### src/rtl/cft_pkg.sv
// cft_pkg: shared types and constants for the csv field tokenizer
// used by cft_step and csv_field_tokenizer_unit; no dependencies

package cft_pkg;

    // character codes
    localparam logic [7:0] CH_QUOTE = 8'd34;
    localparam logic [7:0] CH_CR    = 8'd13;
    localparam logic [7:0] CH_LF    = 8'd10;
    localparam logic [7:0] CH_COMMA = 8'd44;
    localparam logic [7:0] CH_NUL   = 8'd0;

    // input opcodes
    localparam logic OP_DATA  = 1'b0;
    localparam logic OP_FLUSH = 1'b1;

    // result queue depth: room for one two-beat item plus one waiting beat
    localparam int QDEPTH = 3;

    // apb address width and register indexes
    localparam int APB_ADDR_BITS = 3;

    typedef enum logic {
        REG_DELIMITER = 1'b0,
        REG_MULTILINE = 1'b1
    } reg_idx_t;

    typedef enum logic [1:0] {
        PH_ROW   = 2'd0,
        PH_QUOTE = 2'd1,
        PH_EOL   = 2'd2
    } phase_t;

    typedef enum logic [2:0] {
        K_CHAR      = 3'd0,
        K_FIELD     = 3'd1,
        K_FIELD_ROW = 3'd2,
        K_ROW       = 3'd3,
        K_PARSE     = 3'd4
    } kind_t;

    typedef struct packed {
        phase_t phase;
        logic   in_quotes;
        logic   field_has_data;
        logic   row_has_fields;
    } cft_flags_t;

    typedef struct packed {
        kind_t       kind;
        logic [7:0]  char_byte;
        logic [31:0] row_index;
        logic        last;
    } cft_result_t;

endpackage

### src/rtl/csv_field_tokenizer_unit.sv
// csv_field_tokenizer_unit: csv byte tokenizer with apb configuration and result queue
// depends on cft_pkg and cft_step
// a result beat reaches m_* in the cycle after its input beat when the queue is empty
// throughput: one input beat per cycle; an end-of-parse beat that flushes gives two beats
// s_ready drops while the three-entry result queue holds two or more beats
// reset (aresetn low, synchronous): parse state, row counter, queue cleared; comma, multi-line off

module csv_field_tokenizer_unit #(
    parameter int ROW_INDEX_BITS = 32
) (
    input  logic                              aclk,
    input  logic                              aresetn,
    // configuration
    input  logic                              psel,
    input  logic                              penable,
    input  logic                              pwrite,
    input  logic [cft_pkg::APB_ADDR_BITS-1:0] paddr,
    input  logic [31:0]                       pwdata,
    output logic [31:0]                       prdata,
    output logic                              pready,
    // input beats
    input  logic                              s_valid,
    output logic                              s_ready,
    input  logic                              s_opcode,
    input  logic [7:0]                        s_data_byte,
    // result beats
    output logic                              m_valid,
    input  logic                              m_ready,
    output logic [2:0]                        m_kind,
    output logic [7:0]                        m_char_byte,
    output logic [31:0]                       m_row_index,
    output logic                              m_last
);

    localparam int CNT_BITS = $clog2(cft_pkg::QDEPTH + 1);

    logic [7:0]                delim_reg;
    logic                      ml_reg;
    cft_pkg::cft_flags_t       flags_reg;
    cft_pkg::cft_flags_t       flags_next;
    logic [ROW_INDEX_BITS-1:0] row_cnt_reg;
    logic [ROW_INDEX_BITS-1:0] row_cnt_next;
    cft_pkg::cft_result_t      q_reg  [cft_pkg::QDEPTH];
    cft_pkg::cft_result_t      q_next [cft_pkg::QDEPTH];
    logic [CNT_BITS-1:0]       count_reg;
    logic [CNT_BITS-1:0]       count_next;
    logic [CNT_BITS-1:0]       count_pop;
    logic                      res0_valid;
    logic                      res1_valid;
    cft_pkg::cft_result_t      res0;
    cft_pkg::cft_result_t      res1;
    logic                      push;
    logic                      pop;
    logic                      push0;
    logic                      push1;
    logic                      cfg_wr;
    cft_pkg::reg_idx_t         cfg_idx;
    logic [7:0]                wr_delim;

    // configuration port
    assign pready   = 1'b1;
    assign cfg_wr   = psel && penable && pwrite;
    assign cfg_idx  = cft_pkg::reg_idx_t'(paddr[2]);
    assign wr_delim = pwdata[7:0];

    always_comb begin
        unique case (cfg_idx)
            cft_pkg::REG_DELIMITER: prdata = {24'd0, delim_reg};
            cft_pkg::REG_MULTILINE: prdata = {31'd0, ml_reg};
            default:                prdata = 32'd0;
        endcase
    end

    always_ff @(posedge aclk) begin
        if (!aresetn) begin
            delim_reg <= cft_pkg::CH_COMMA;
            ml_reg    <= 1'b0;
        end else if (cfg_wr) begin
            unique case (cfg_idx)
                cft_pkg::REG_DELIMITER: begin
                    // CR, quote and zero are not legal separators
                    if (wr_delim != cft_pkg::CH_CR && wr_delim != cft_pkg::CH_QUOTE &&
                        wr_delim != cft_pkg::CH_NUL) begin
                        delim_reg <= wr_delim;
                    end
                end
                cft_pkg::REG_MULTILINE: ml_reg <= pwdata[0];
                default: ;
            endcase
        end
    end

    // per-item tokenizer logic
    cft_step #(
        .ROW_INDEX_BITS(ROW_INDEX_BITS)
    ) u_step (
        .opcode           (s_opcode),
        .data_byte        (s_data_byte),
        .delimiter        (delim_reg),
        .multiline_enable (ml_reg),
        .flags            (flags_reg),
        .row_cnt          (row_cnt_reg),
        .flags_next       (flags_next),
        .row_cnt_next     (row_cnt_next),
        .res0_valid       (res0_valid),
        .res1_valid       (res1_valid),
        .res0             (res0),
        .res1             (res1)
    );

    // handshakes; ready leaves room for a two-beat item
    assign s_ready = (count_reg <= CNT_BITS'(1));
    assign m_valid = (count_reg != '0);
    assign push    = s_valid && s_ready;
    assign pop     = m_valid && m_ready;
    assign push0   = push && res0_valid;
    assign push1   = push && res1_valid;

    // result queue: pop shifts toward the head, new beats land after survivors
    always_comb begin
        count_pop  = count_reg - {{(CNT_BITS-1){1'b0}}, pop};
        count_next = count_pop + {{(CNT_BITS-1){1'b0}}, push0} + {{(CNT_BITS-1){1'b0}}, push1};
        for (int i = 0; i < cft_pkg::QDEPTH; i++) begin
            if (pop && i < cft_pkg::QDEPTH - 1) begin
                q_next[i] = q_reg[(i < cft_pkg::QDEPTH - 1) ? i + 1 : i];
            end else begin
                q_next[i] = q_reg[i];
            end
            if (push0 && CNT_BITS'(i) == count_pop) begin
                q_next[i] = res0;
            end
            if (push1 && CNT_BITS'(i) == count_pop + CNT_BITS'(1)) begin
                q_next[i] = res1;
            end
        end
    end

    always_ff @(posedge aclk) begin
        if (!aresetn) begin
            count_reg   <= '0;
            flags_reg   <= '{phase: cft_pkg::PH_ROW, in_quotes: 1'b0,
                             field_has_data: 1'b0, row_has_fields: 1'b0};
            row_cnt_reg <= '0;
        end else begin
            count_reg <= count_next;
            if (push) begin
                flags_reg   <= flags_next;
                row_cnt_reg <= row_cnt_next;
            end
        end
    end

    always_ff @(posedge aclk) begin
        q_reg <= q_next;
    end

    // head of queue drives the result port
    assign m_kind      = q_reg[0].kind;
    assign m_char_byte = q_reg[0].char_byte;
    assign m_row_index = q_reg[0].row_index;
    assign m_last      = q_reg[0].last;

endmodule

### src/rtl/cft_step.sv
// cft_step: next-state and result logic for one tokenizer input item
// depends on cft_pkg

module cft_step #(
    parameter int ROW_INDEX_BITS = 32
) (
    input  logic                      opcode,
    input  logic [7:0]                data_byte,
    input  logic [7:0]                delimiter,
    input  logic                      multiline_enable,
    input  cft_pkg::cft_flags_t       flags,
    input  logic [ROW_INDEX_BITS-1:0] row_cnt,
    output cft_pkg::cft_flags_t       flags_next,
    output logic [ROW_INDEX_BITS-1:0] row_cnt_next,
    output logic                      res0_valid,
    output logic                      res1_valid,
    output cft_pkg::cft_result_t      res0,
    output cft_pkg::cft_result_t      res1
);

    logic [ROW_INDEX_BITS-1:0] row_inc;
    logic [31:0]               row_now;
    logic [31:0]               row_after;
    logic                      line_end;
    logic                      done;

    assign row_inc  = row_cnt + {{(ROW_INDEX_BITS-1){1'b0}}, 1'b1};
    assign line_end = (data_byte == cft_pkg::CH_CR) || (data_byte == cft_pkg::CH_LF);

    // row counter shown as 32 bits on the result beats
    generate
        if (ROW_INDEX_BITS >= 32) begin : g_trunc
            assign row_now   = row_cnt[31:0];
            assign row_after = row_inc[31:0];
        end else begin : g_ext
            assign row_now   = {{(32-ROW_INDEX_BITS){1'b0}}, row_cnt};
            assign row_after = {{(32-ROW_INDEX_BITS){1'b0}}, row_inc};
        end
    endgenerate

    always_comb begin
        flags_next   = flags;
        row_cnt_next = row_cnt;
        res0_valid   = 1'b0;
        res1_valid   = 1'b0;
        done         = 1'b0;
        res0 = '{kind: cft_pkg::K_CHAR, char_byte: 8'd0, row_index: row_now, last: 1'b1};
        res1 = '{kind: cft_pkg::K_PARSE, char_byte: 8'd0, row_index: row_now, last: 1'b1};

        if (opcode == cft_pkg::OP_FLUSH) begin
            // flush a pending field or row, then report parse end and clear
            if (flags.field_has_data || flags.row_has_fields) begin
                res0.kind      = flags.field_has_data ? cft_pkg::K_FIELD_ROW : cft_pkg::K_ROW;
                res0.last      = 1'b0;
                res0_valid     = 1'b1;
                res1.row_index = row_after;
                res1_valid     = 1'b1;
            end else begin
                res0.kind  = cft_pkg::K_PARSE;
                res0_valid = 1'b1;
            end
            flags_next   = '{phase: cft_pkg::PH_ROW, in_quotes: 1'b0,
                             field_has_data: 1'b0, row_has_fields: 1'b0};
            row_cnt_next = '0;
        end else begin
            // skip line-end runs
            if (flags.phase == cft_pkg::PH_EOL) begin
                if (line_end) begin
                    done = 1'b1;
                end else begin
                    flags_next.phase = cft_pkg::PH_ROW;
                end
            end
            // quote seen inside quotes: doubled quote or close
            if (!done && flags_next.phase == cft_pkg::PH_QUOTE) begin
                flags_next.phase = cft_pkg::PH_ROW;
                if (data_byte == cft_pkg::CH_QUOTE) begin
                    flags_next.field_has_data = 1'b1;
                    res0.char_byte = cft_pkg::CH_QUOTE;
                    res0_valid     = 1'b1;
                    done           = 1'b1;
                end else begin
                    flags_next.in_quotes = 1'b0;
                end
            end
            // row phase
            if (!done) begin
                if (data_byte == delimiter) begin
                    if (flags_next.in_quotes) begin
                        flags_next.field_has_data = 1'b1;
                        res0.char_byte = data_byte;
                    end else begin
                        flags_next.field_has_data = 1'b0;
                        flags_next.row_has_fields = 1'b1;
                        res0.kind = cft_pkg::K_FIELD;
                    end
                    res0_valid = 1'b1;
                end else if (data_byte == cft_pkg::CH_QUOTE) begin
                    if (flags_next.in_quotes) begin
                        flags_next.phase = cft_pkg::PH_QUOTE;
                    end else begin
                        flags_next.in_quotes = 1'b1;
                    end
                end else if (line_end) begin
                    if (flags_next.in_quotes && multiline_enable) begin
                        flags_next.field_has_data = 1'b1;
                        res0.char_byte = data_byte;
                    end else begin
                        res0.kind                 = cft_pkg::K_FIELD_ROW;
                        flags_next.field_has_data = 1'b0;
                        flags_next.row_has_fields = 1'b0;
                        flags_next.in_quotes      = 1'b0;
                        flags_next.phase          = cft_pkg::PH_EOL;
                        row_cnt_next              = row_inc;
                    end
                    res0_valid = 1'b1;
                end else begin
                    flags_next.field_has_data = 1'b1;
                    res0.char_byte = data_byte;
                    res0_valid     = 1'b1;
                end
            end
        end
    end

endmodule

### config.mk
export PLATFORM = sky130hd
export DESIGN_NAME = csv_field_tokenizer_unit
export DESIGN_NICKNAME = d
export VERILOG_FILES = /design/src/rtl/cft_pkg.sv /design/src/rtl/csv_field_tokenizer_unit.sv /design/src/rtl/cft_step.sv
export SDC_FILE = /design/constraint.sdc
export NUM_CORES = 1
export LEC_CHECK = 0
export BUFFER_PORTS_ARGS = -buffer_cell sky130_fd_sc_hd__buf_2
export CORE_MARGIN = 2
export CORE_UTILIZATION = 40
export CTS_CLUSTER_SIZE = 16
export DETAILED_ROUTE_END_ITERATION = 7
export GPL_TIMING_DRIVEN = 1
export PLACE_DENSITY = 0.69
export SLEW_MARGIN = 25
export SYNTH_ARGS = -nofsm -noshare
export SYNTH_HDL_FRONTEND = slang
export SYNTH_SLANG_ARGS = --single-unit
### constraint.sdc
create_clock -name aclk -period 6.4 [get_ports aclk]
set_clock_uncertainty 0.1 [all_clocks]
set_input_delay 1.92 -clock aclk [delete_from_list [all_inputs] [get_ports aclk]]
set_output_delay 1.92 -clock aclk [all_outputs]
set_load 0.05 [all_outputs]
==> results of run 1 <==
[worst reg2reg max path: cells and delay by family, from the launching register on]
kind / cells / cell delay, ns
compound gates: 2 / 1.03
xor+xnor: 1 / 0.42
fa+ha+maj: 1 / 0.25
buf+inv: 1 / 0.06
flops: 1 / 0.37
simple gates: 4 / 1.37
[metrics by stage]
stage          hold slack, ns  power, mW  instances  utilization (%)
3_3_place_gp            0.357       3.83       1464             41.7
2_1_floorplan           0.344       3.55       1206                -
3_5_place_dp            0.363       3.88       1464             41.7
6_report                0.377       4.88       1496             43.9
4_1_cts                 0.379       4.90       1496             43.9
5_1_grt                 0.401       5.14       1496             43.9
[cells by family (layout without fill, tap and decap cells)]
family                   Yosys count  count (layout)  synth area share (%)
XOR/XNOR                          21              21                  1.78
multiplexers                      13              13                  1.29
other                              2              25                0.0725
adder cells (fa/ha/maj)            3               3                 0.362
buffers and inverters            180             140                  9.04
flip-flops                       180             180                  44.1
AND/OR/NAND/NOR                  453             453                  21.4
AO/OA/AOI/OAI                    331             331                  22.0
[final timing paths]
| kind | cells after the start | slack, ns | end |
|---|---|---|---|
| hold reg to reg | 2 | 0.38 | q_reg[36]$_SDFFE_PP0N_ |
| setup / recovery | 7 | 1.35 | q_reg[70]$_DFFE_PP_ |
| setup reg to reg | 9 | 2.55 | q_reg[70]$_DFFE_PP_ |
| hold / removal | 2 | 0.38 | q_reg[36]$_SDFFE_PP0N_ |
[area by class of cell]
cell class	count	area (µm²)	area share (%)
repair buffers	99	548	4.93
multi-input cells	846	5000	44.9
well taps	330	413	3.71
clock inverters	13	113	1.01
clock buffers	19	453	4.07
flip-flops and latches	180	4560	41.0
inverters	9	33.8	0.304
[synthesized netlist by cell type (16+ instances only)]
master	number	area share (%)
a211oi_1	21	1.5
a21oi_1	95	4.6
and3_1	19	1.1
buf_4	68	4.9
clkbuf_1	94	3.4
dfxtp_1	84	16
edfxtp_1	96	28
nand2_1	145	5.3
nand3_1	105	5.1
nand4_1	16	0.97
nor2_1	69	2.5
o21ai_0	70	3.4
o221a_2	43	4.7
o31ai_1	25	1.8
or3_1	17	1.0
[report_power, final]
group          internal (mW)  total [mW]  switching [mW]
clock network          0.532        1.03           0.494
logic                  0.616        2.03            1.42
registers               1.70        1.82           0.115
[metal layers]
layer	wire [µm]	global-route usage, %
met1	12000	27.9
met2	12700	33.4
met5	0	0
met3	2110	3.47
met4	535	7.19
[cells in the final DEF (no fill, tap or decap), drive strengths merged, types with 5 or more instances in the layout]
master    n
o31ai    25
o21ai    73
nand2   145
xor2      7
o221a    43
mux2i    10
conb     25
nor2     69
clkbuf   19
nor2b    13
nand4    16
nor3     16
a211oi   22
o211a     5
and2      8
nand2b    5
o211ai   14
and4      9
xnor2    14
nor4     11
or3      17
a31oi    14
a21oi    95
and3     19
o22ai     6
or4       5
buf      99
dfxtp    84
edfxtp   96
inv      17
nand3   105
==> impl_metrics.ini, run 1 <==
[status]
status = finished clean

[worst_hold_path]
min_path_type = reg -> reg
hp-start = q_reg[36]$_SDFFE_PP0N_

[finish]
fillCellCount = 2400
insertedDiodeCount = 0
layout-drive-gt1-share_pct = 17.2
area_growth_pct = 7.42
nets = 1207
final_area_um2 = 11100
largest_reg_flops = 88

[clock_tree]
ctsHtreeMaxLevel = 4
post_cts_resized = 0
cts_inserted_buffers = 17
holdBufCountCts = 0
cts_tree = done
clk_path_buf_depth = 2
clkSlewWorstSetupHoldPaths_ns = 0.07
cts_root_buf = clkbuf_16
cts.sinks = 180
insertion_delay_ns = 0.44
post_cts.repair.setup_buffers = 0

[route]
drc = 0
routed-via-count = 8937
firstDrtPassIters = 5
drt_iter0_markers = 832
wire_per_inst_um = 18.3
via_per_inst = 5.97
wirelength_mm = 27.4
ant_nets = 0

[run]
maxCapViolCount = 0

[global_routing]
grt_pass1_vias = 8388
antenna_found_initial = 0
grt.overflow.total = 0
grt_max_degree = 56
grt_pass1_wl_mm = 44.3
grt_usage_pct = 20.6

[worst_setup_path]
crit_buf_inv = 1
slowest_delay_ns = 0.84
critPathLaunchType = input pin
crit_required_ns = 6.49
end_kind = flip-flop
path_common_cell = o21ai_1
cp_cell_sequence = buf_2 > nor4b_2 > and4_1 > o21ai_1 > o21ai_1 > nand2_1 > o221a_2
critPathMaxFanout = 21
critical_path_class = in -> reg
r2r-start = count_reg[1]$_SDFF_PN0_
arrival_ns = 5.14
critical_path.slowest_cell = nand2_1
cp_top_family = simple AND/OR/NAND/NOR gates
crit_start = s_data_byte[7]

[timing]
setup_viol = 0
slew_violations = 0
finalCritPeriodShare_pct = 79.0
fin_tns_setup_ns = 0
post-route-min-period_ns = 5.05
layout_setup_ws_ns = 1.35
hold_viol_final = 0
clock.fmax_ghz = 0.198
tightest_slew_ns = 1.07
grt_setup_unrepaired = false
maxSlewHeadroom_pct = 28.6

[placement]
pre_cts_slack_ns = 0.893
place_hpwl_mm = 17.4
gp_congestion = 0.857
dpl-instance-area_um2 = 10600
io_buffers = 78

[power_and_ir_drop]
powerDensity_nw_per_um2 = 438
power.leakage_nw = 3.90
vdd_drop_max_mv = 0.319

[floorplanning]
dieWidth_um = 165
die_h_um = 165
start_util_pct = 40.9
core_um2 = 25300
io_pins = 130
rows = 58
dieArea_um2 = 27200

[synth]
avgSynthCellArea_um2 = 8.75
synth_edf_count = 96
ys_ff_latch = 180
postSynthCellCount = 1183
synthFlopType = edfxtp_1
synth_cell_types = 69
synth_warnings = 0
ys_seq_area_share_pct = 44.1
synthArstFlopShare_pct = 0
synth_area_um2 = 10400
(Power assumes the default switching activity.)
==> inputs of run 2 (changes only) <==
--- a/config.mk
+++ b/config.mk
@@ -5,13 +5,14 @@
 export SDC_FILE = /design/constraint.sdc
 export NUM_CORES = 1
 export LEC_CHECK = 0
+export ABC_AREA = 1
 export BUFFER_PORTS_ARGS = -buffer_cell sky130_fd_sc_hd__buf_2
 export CORE_MARGIN = 2
 export CORE_UTILIZATION = 40
 export CTS_CLUSTER_SIZE = 16
 export DETAILED_ROUTE_END_ITERATION = 7
 export GPL_TIMING_DRIVEN = 1
-export PLACE_DENSITY = 0.69
+export PLACE_DENSITY = 0.71
 export SLEW_MARGIN = 25
 export SYNTH_ARGS = -nofsm -noshare
 export SYNTH_HDL_FRONTEND = slang
==> constraint.sdc (replaced) <==
create_clock -name aclk -period 4.1 [get_ports aclk]
set_clock_uncertainty 0.1 [all_clocks]
set_input_delay 1.23 -clock aclk [delete_from_list [all_inputs] [get_ports aclk]]
set_output_delay 1.23 -clock aclk [all_outputs]
set_load 0.05 [all_outputs]
==> impl_metrics.ini, run 2 <==
[status]
status = finished clean

[worst_setup_path]
slowest_delay_ns = 0.29
r2r_cells = 15
critical_path_class = in -> reg
path_common_cell = nand2_1
critPathMaxFanout = 30
end_kind = flip-flop
critPathLaunchType = input pin
cp_top_family = simple AND/OR/NAND/NOR gates
arrival_ns = 3.40
crit_buf_inv = 5
r2r-start = count_reg[1]$_SDFF_PN0_
crit_start = m_ready
r2r-end = m_row_index[0]$_DFFE_PP_
path_depth = 14
reg2reg_setup_slack_ns = 1.06
crit_required_ns = 4.14
crit_path_end = m_row_index[0]$_DFFE_PP_
cp_cell_sequence = buf_2 > nand2_1 > inv_1 > ha_1 > or2_1 > nand2_1 > inv_2 > nor2_1 > inv_1 > nor2_8 > buf_12 > nand2_1 > nand3_1 > o21ai_1
critical_path.slowest_cell = nor2_8

[floorplanning]
core_um2 = 26900
die_h_um = 169
rows = 60
dieArea_um2 = 28700
io_pins = 130
dieWidth_um = 169
start_util_pct = 40.7

[timing]
setup_viol = 0
fin_tns_setup_ns = 0
slew_violations = 0
finalCritPeriodShare_pct = 81.9
clock.fmax_ghz = 0.298
maxSlewHeadroom_pct = 45.2
tightest_slew_ns = 0.819
grt_setup_unrepaired = false
hold_viol_final = 0
post-route-min-period_ns = 3.36

[route]
drt_iter0_markers = 1135
ant_nets = 0
routed-via-count = 9986
drc = 0
firstDrtPassIters = 6
wirelength_mm = 29.4
via_per_inst = 5.29
wire_per_inst_um = 15.6

[finish]
final_common_cell = nand2_1
final_cell_mix = 480 x nand2_1, 212 x nand3_1, 148 x inv_1
nets = 1588
layout.cells.non_filler = 1888
insertedDiodeCount = 0
final_area_um2 = 11800
largest_reg_flops = 88
area_growth_pct = 7.62
layout-drive-gt1-share_pct = 12.0

[synth]
synthArstFlopShare_pct = 0
synth_area_um2 = 10900
yosys-top-cells-area = edfxtp_1 26%, nand2_1 17%, dfxtp_1 15%, nand3_1 9.7%, inv_1 5.1%
synth_most_common_cell = nand2_1
synthFlopType = edfxtp_1
synth.largest_area_cell = edfxtp_1
synth_cell_types = 38
ys_ff_latch = 180
ys_seq_area_share_pct = 41.8
synth_top_area_share_pct = 26.4
synth_warnings = 0
postSynthCellCount = 1527
netlist_top_cells_count = 482 x nand2_1, 212 x nand3_1, 148 x inv_1
avgSynthCellArea_um2 = 7.16
synth_edf_count = 96

[clock_tree]
holdBufCountCts = 0
ctsHtreeMaxLevel = 4
cts_inserted_buffers = 17
post_cts_resized = 0
cts_tree = done
cts_root_buf = clkbuf_16
clk_path_buf_depth = 2
insertion_delay_ns = 0.44
post_cts.repair.setup_buffers = 0
clkSlewWorstSetupHoldPaths_ns = 0.07
cts.sinks = 180

[global_routing]
antenna_found_initial = 0
grt_pass1_wl_mm = 47.3
grt_max_degree = 60
grt.overflow.total = 0
grt_pass1_vias = 9175
grt_usage_pct = 20.8

[placement]
dp.cells = 1856
io_buffers = 78
gp_congestion = 0.943
place_hpwl_mm = 19.9
dpl-instance-area_um2 = 11200

[power_and_ir_drop]
vdd_drop_max_mv = 0.358
powerDensity_nw_per_um2 = 704
power.leakage_nw = 5.16

[run]
maxCapViolCount = 0

[worst_hold_path]
min_path_type = reg -> reg
hold_depth = 2
[run 2: cell count changes after synthesis, sizes merged, moves of 32 or more]
cell    delta
buf       +32
inv      +157
a21oi     -34
clkbuf    -70
nand3    +113
nand2    +347
o221a     -43
[run 2: cell type report]
class / count / area [µm²]
tap: 341 / 427
fill: 2763 / 15100
sequential: 180 / 4560
clock inverter: 9 / 78.8
multi-input combinational: 1068 / 4950
timing repair buffer: 98 / 603
clock buffer: 23 / 503
inverter: 169 / 634
[run 2: report_power, final]
part	total, mW	internal (mW)	switching [mW]	leakage [nW]
Sequential	2.92	2.75	0.174	1.60
Clock	1.64	0.888	0.752	0.294
Combinational	3.72	0.976	2.74	3.26
[run 2: worst min-delay path by stage]
stage,from,slack [ns],endpoint
5_1_grt,m_char_byte[3]$_SDFFE_PP0P_,0.37,m_char_byte[3]$_SDFFE_PP0P_
2_1_floorplan,m_char_byte[4]$_SDFFE_PP0P_,0.33,m_char_byte[4]$_SDFFE_PP0P_
3_5_place_dp,m_char_byte[0]$_SDFFE_PP0P_,0.34,m_char_byte[0]$_SDFFE_PP0P_
3_3_place_gp,m_char_byte[0]$_SDFFE_PP0P_,0.33,m_char_byte[0]$_SDFFE_PP0P_
4_1_cts,m_char_byte[0]$_SDFFE_PP0P_,0.35,m_char_byte[0]$_SDFFE_PP0P_
6_report,m_char_byte[0]$_SDFFE_PP0P_,0.35,m_char_byte[0]$_SDFFE_PP0P_
[run 2: cells by family (layout without fill, tap and decap cells)]
kind of cell               count (synthesis)  after routing  synth area share, %
xor gates and xnor gates                  18             18                 1.44
AOI/OAI and AO/OA                        182            182                 8.82
DFF                                      180            180                 41.8
and+or+nand+nor                          840            840                 33.8
other                                      2             25               0.0687
buffers and inverters                    302            299                 13.8
adders and majority gates                  3              3                0.343
[run 2: worst register-to-register path, stage by stage, from the launching register on]
cell and delay, ns:
dfxtp_1 0.34, nor2_1 0.13, inv_1 0.09, nand2_1 0.10, inv_1 0.10, ha_1 0.20
or2_1 0.22, nand2_1 0.13, inv_2 0.07, nor2_1 0.28, inv_1 0.17, nor2_8 0.29
buf_12 0.25, nand2_1 0.07, nand3_1 0.06, o21ai_1 0.13
[run 2: metal layers]
metal	part of all wire [%]	vias up	wire length, µm	GRT usage (%)
met5	0	-	0	0
met1	43	4606	12700	27.8
met3	7.4	63	2180	3.01
met2	46	428	13700	33.6
met4	3.2	0	942	8.84
li1	-	4889	-	-
[run 2: per-stage QoR]
| step | total power [mW] | hold WS (ns) | setup WS, ns | utilization, % |
|---|---|---|---|---|
| final | 8.28 | 0.347 | 0.742 | 43.8 |
| after global routing | 8.78 | 0.369 | 0.635 | 43.8 |
| after CTS | 8.30 | 0.353 | 0.760 | 43.8 |
| after detailed placement | 6.67 | 0.337 | 0.331 | 41.6 |
| after global placement | 6.57 | 0.334 | 0.340 | 41.6 |
| after floorplan | 6.07 | 0.327 | 0.0521 | - |
